--- src/sv/oledfb_pkg.sv ---
package oledfb_pkg;

  typedef logic [1:0] kind_t;

  localparam kind_t KIND_PIXEL   = 2'd0;
  localparam kind_t KIND_FILL    = 2'd1;
  localparam kind_t KIND_CLEAR   = 2'd2;
  localparam kind_t KIND_REFRESH = 2'd3;

  localparam logic CFG_INVERT = 1'b0;
  localparam logic CFG_TALL   = 1'b1;

  localparam logic [7:0] PAGE_CMD_BASE = 8'hB0;
  localparam logic [7:0] LOW_COL_CMD   = 8'h00;
  localparam logic [7:0] HIGH_COL_CMD  = 8'h10;
  localparam logic [7:0] ALL_ON        = 8'hFF;
  localparam int         HEADER_LEN    = 3;

  typedef struct packed {
    logic       go;
    logic [7:0] fill;
  } sweep_req_t;

endpackage

--- src/sv/oledfb_sweep.sv ---
module oledfb_sweep #(
  parameter int DEPTH = 1024
) (
  input  logic                     clk_i,
  input  logic                     rst_ni,
  input  oledfb_pkg::sweep_req_t   req_i,
  output logic                     active_o,
  output logic [$clog2(DEPTH)-1:0] addr_o,
  output logic [7:0]               data_o
);
  import oledfb_pkg::*;

  localparam int AW = $clog2(DEPTH);
  localparam logic [AW-1:0] LAST = AW'(DEPTH - 1);
  localparam logic ST_IDLE = 1'b0;
  localparam logic ST_RUN  = 1'b1;

  logic          state_q, state_d;
  logic [AW-1:0] cnt_q, cnt_d;
  logic [7:0]    fill_q, fill_d;

  always_comb begin
    state_d = state_q;
    cnt_d   = cnt_q;
    fill_d  = fill_q;
    case (state_q)
      ST_IDLE: begin
        if (req_i.go) begin
          state_d = ST_RUN;
          cnt_d   = '0;
          fill_d  = req_i.fill;
        end
      end
      ST_RUN: begin
        cnt_d = cnt_q + AW'(1);
        if (cnt_q == LAST) begin
          state_d = ST_IDLE;
        end
      end
      default: state_d = ST_IDLE;
    endcase
  end

  // reset starts a zero pass over the whole store
  always_ff @(posedge clk_i or negedge rst_ni) begin
    if (!rst_ni) begin
      state_q <= ST_RUN;
      cnt_q   <= '0;
      fill_q  <= '0;
    end else begin
      state_q <= state_d;
      cnt_q   <= cnt_d;
      fill_q  <= fill_d;
    end
  end

  assign active_o = (state_q == ST_RUN);
  assign addr_o   = cnt_q;
  assign data_o   = fill_q;

endmodule

--- config.mk ---
export PLATFORM = sky130hd
export DESIGN_NAME = oledfb_sweep
export DESIGN_NICKNAME = d
export VERILOG_FILES = /design/src/sv/oledfb_pkg.sv /design/src/sv/oledfb_sweep.sv
export SDC_FILE = /design/constraint.sdc
export NUM_CORES = 1
export LEC_CHECK = 0
export BUFFER_PORTS_ARGS = -buffer_cell sky130_fd_sc_hd__clkbuf_2
export CAP_MARGIN = 20
export CORE_ASPECT_RATIO = 0.8
export CORE_MARGIN = 3
export CORE_UTILIZATION = 48
export DETAILED_ROUTE_END_ITERATION = 10
export GPL_TIMING_DRIVEN = 0
export PLACE_DENSITY = 0.74
export SYNTH_ARGS = -nofsm -noshare
export SYNTH_HDL_FRONTEND = slang
export SYNTH_SLANG_ARGS = --single-unit
--- constraint.sdc ---
create_clock -name clk_i -period 1.5 [get_ports clk_i]
set_clock_uncertainty 0.2 [all_clocks]
set_input_delay 0.075 -clock clk_i [delete_from_list [all_inputs] [get_ports clk_i]]
set_output_delay 0.075 -clock clk_i [all_outputs]
set_load 0.005 [all_outputs]
==> results.cfg <==
[floorplan]
start_util = 0.522
core_area_um2 = 1680
num_rows = 13
pin_count = 30
fp.dieW_um = 53.7
die_h_um = 44.2
die_area_um2 = 2370

[synthesis]
ys_seq_elements = 19
synth_compound_area_frac = 0.0801
ys_seq_area_frac = 0.545
synth.top_cell.area_share = 0.515
netlist-cell-type-count = 27
synth_area_per_cell_um2 = 9.72
synth_fa_ha_area_frac = 0.0143
netlist_area_um2 = 875
yosysTopAreaCell = dfrtp_1
synth_top_family_by_area = simple AND/OR/NAND/NOR gates
synthSimpleGateAreaFrac = 0.262
ys_warn_count = 0
muxShareOfSynthArea = 0.0572
yosys-top-cells-area = dfrtp_1 (52%), nand2_1 (13%), mux2i_1 (5.7%)
synth_xor_area_frac = 0.0100
synth_fp_nets = 102
syn-instance-count = 90

[clock_tree]
cts_tree = yes
cts_buffers = 3
cts.sinks = 19
clk_pin_slew_ps = 100
clock-root-buffer = clkbuf_4
htreeDepth = 1
clk_path_buf_depth = 2
clock_latency_ps = 290

[global_route]
gr-total-overflow = 0
grt_pass1_wl_mm = 3.27
grt_usage = 0.188
grt_pass1_vias = 765
antenna_found_initial = 0
grt_max_degree = 20

[timing]
finalSetupViolCount = 0
hold_viol = 0
rsz0062_at_grt = true
timing.setup.tns_ps = 0
slew_violations = 0
fmax_mhz = 695
worstMarginPinSlew_ps = 467
post-route-period-util = 0.959
setup_slack_ps = 61.4
period_minus_slack_ps = 1440
maxSlewHeadroom = 0.689

[setup_path]
worst-path-max-fanout = 8
path_class = reg -> reg
cp.arrival_ps = 1460
worstSetupEndpointType = flop
crit_required_ps = 1520
startpoint_type = flop

[route]
drc = 0
routed-via-count = 818
drtPass1Iterations = 4
ant_nets = 0
via_per_inst = 5.14
wire_per_inst_um = 12.5
drt-total-wl_mm = 1.99
drtIter0Drc = 10

[layout]
instances_no_fill = 159
postLayoutCoreUtil = 0.726
antenna_cells = 0
syn_to_final_growth_pct = 39.1
final_nets = 150
drive_above_1_share = 0.328

[placement]
post-place-cells = 141
gp_congestion = 0.754
dp_slack_ps = -21.6
dpl.hpwl_mm = 1.33
numPortBuffers = 29

[pwr]
p_per_area_nw_per_um2 = 1390
power_leakage_uw = 0.000627
peakVddDrop_mv = 1.05

[job]
maxCapViolations = 0

[status]
status = complete, no violations

[worst_hold_path]
hp-class = in -> async
per-layer routing:
metal	GRT usage	part of all wire	wire [um]
met5	0	0	0
met4	0.0306	0	0
met3	0.0606	0.074	147
met2	0.297	0.47	945
met1	0.256	0.45	902
kinds of logic after synthesis:
group / count (synthesis)
mux: 5
xor+xnor: 1
buf+inv: 5
simple gates: 48
fa+ha+maj: 1
compound gates: 11
flops: 19
through the flow:
stage	area, um^2	hold WS, ps	power [uW]
finish	1220	54.5	1690
global route	1220	72.7	1830
CTS	1180	61.6	1620
detailed placement	1050	-150	1340
global placement	1050	-153	1310
floorplan	875	-421	1090
cells in the final DEF (no fill, tap or decap), types with 3 or more instances in the layout:
cell | netlist | final
clkbuf_4 | 0 | 3
nand2b_1 | 3 | 3
o21ai_0 | 4 | 3
clkbuf_2 | 0 | 29
dfrtp_1 | 18 | 15
nand2_1 | 31 | 31
nand3_1 | 4 | 4
dlygate4sd3_1 | 0 | 10
mux2i_1 | 5 | 5
dfrtp_2 | 0 | 3
buf_4 | 0 | 4
worst max-delay path, stage by stage, from the launching register on:
cell	delay, ps
dfstp_2	620
nand2_1	110
nor4_2	220
mux2i_1	220
final cells by class:
| cell class | instances | area, um^2 |
|---|---|---|
| well taps | 22 | 27.5 |
| inverters | 2 | 7.51 |
| fillers | 129 | 459 |
| flip-flops and latches | 19 | 480 |
| repair buffers | 43 | 275 |
| multi-input cells | 66 | 373 |
| clock buffers | 4 | 26.3 |
| plain buffers | 3 | 26.3 |
power by group:
group | internal (uW) | total [uW] | leakage [uW] | switching, uW
combinational | 326 | 589 | 0.000385 | 264
clock | 103 | 252 | 0.0000150 | 148
sequential | 664 | 847 | 0.000227 | 183
total | 1090 | 1690 | 0.000627 | 595
cell usage after synthesis:
library cell	n
and4_2	1
nor4_2	1
o21ai_0	4
nand3_1	4
a31oi_1	1
dfstp_2	1
o41ai_1	1
nor2b_1	2
clkbuf_1	1
a21o_1	1
nand2_1	31
buf_2	1
a41oi_1	1
mux2i_1	5
inv_1	2
ha_1	1
nor2_1	1
nor3b_1	1
o311ai_0	1
xnor2_1	1
a21oi_1	2
dfrtp_1	18
nand2b_1	3
buf_6	1
nand4_1	2
and3_1	1
and4_1	1
path summary, 6_finish.rpt:
| path | from | cells past startpoint | slack (ps) | end |
|---|---|---|---|---|
| worst min register to register | data_o[7] | 2 | 280 | data_o[7] |
| worst max-delay path | active_o | 3 | 60 | addr_o[9] |
| min in group clk_i | data_o[7] | 2 | 280 | data_o[7] |
| worst min-delay path | rst_ni | 2 | 50 | addr_o[3] |
| worst max register to register | active_o | 3 | 60 | addr_o[9] |
| max in group asynchronous | rst_ni | 2 | 700 | addr_o[4] |
registers in the layout, summed over array words and instances, names as in the netlist:
| register | cells |
|---|---|
| data_o | 8 |
| active_o | 1 |
| addr_o | 10 |
repair_timing:
action / CTS / global route
buffers inserted: 1 / 3
hold buffers: 10 / 0
pin swaps: 0 / 0
resized for setup: 2 / 6
gates cloned: 0 / 0
endpoints found under the setup margin: 3 / 6
hold endpoints to repair: 31 / 0
No activity file was read; power rests on OpenSTA's default activity.
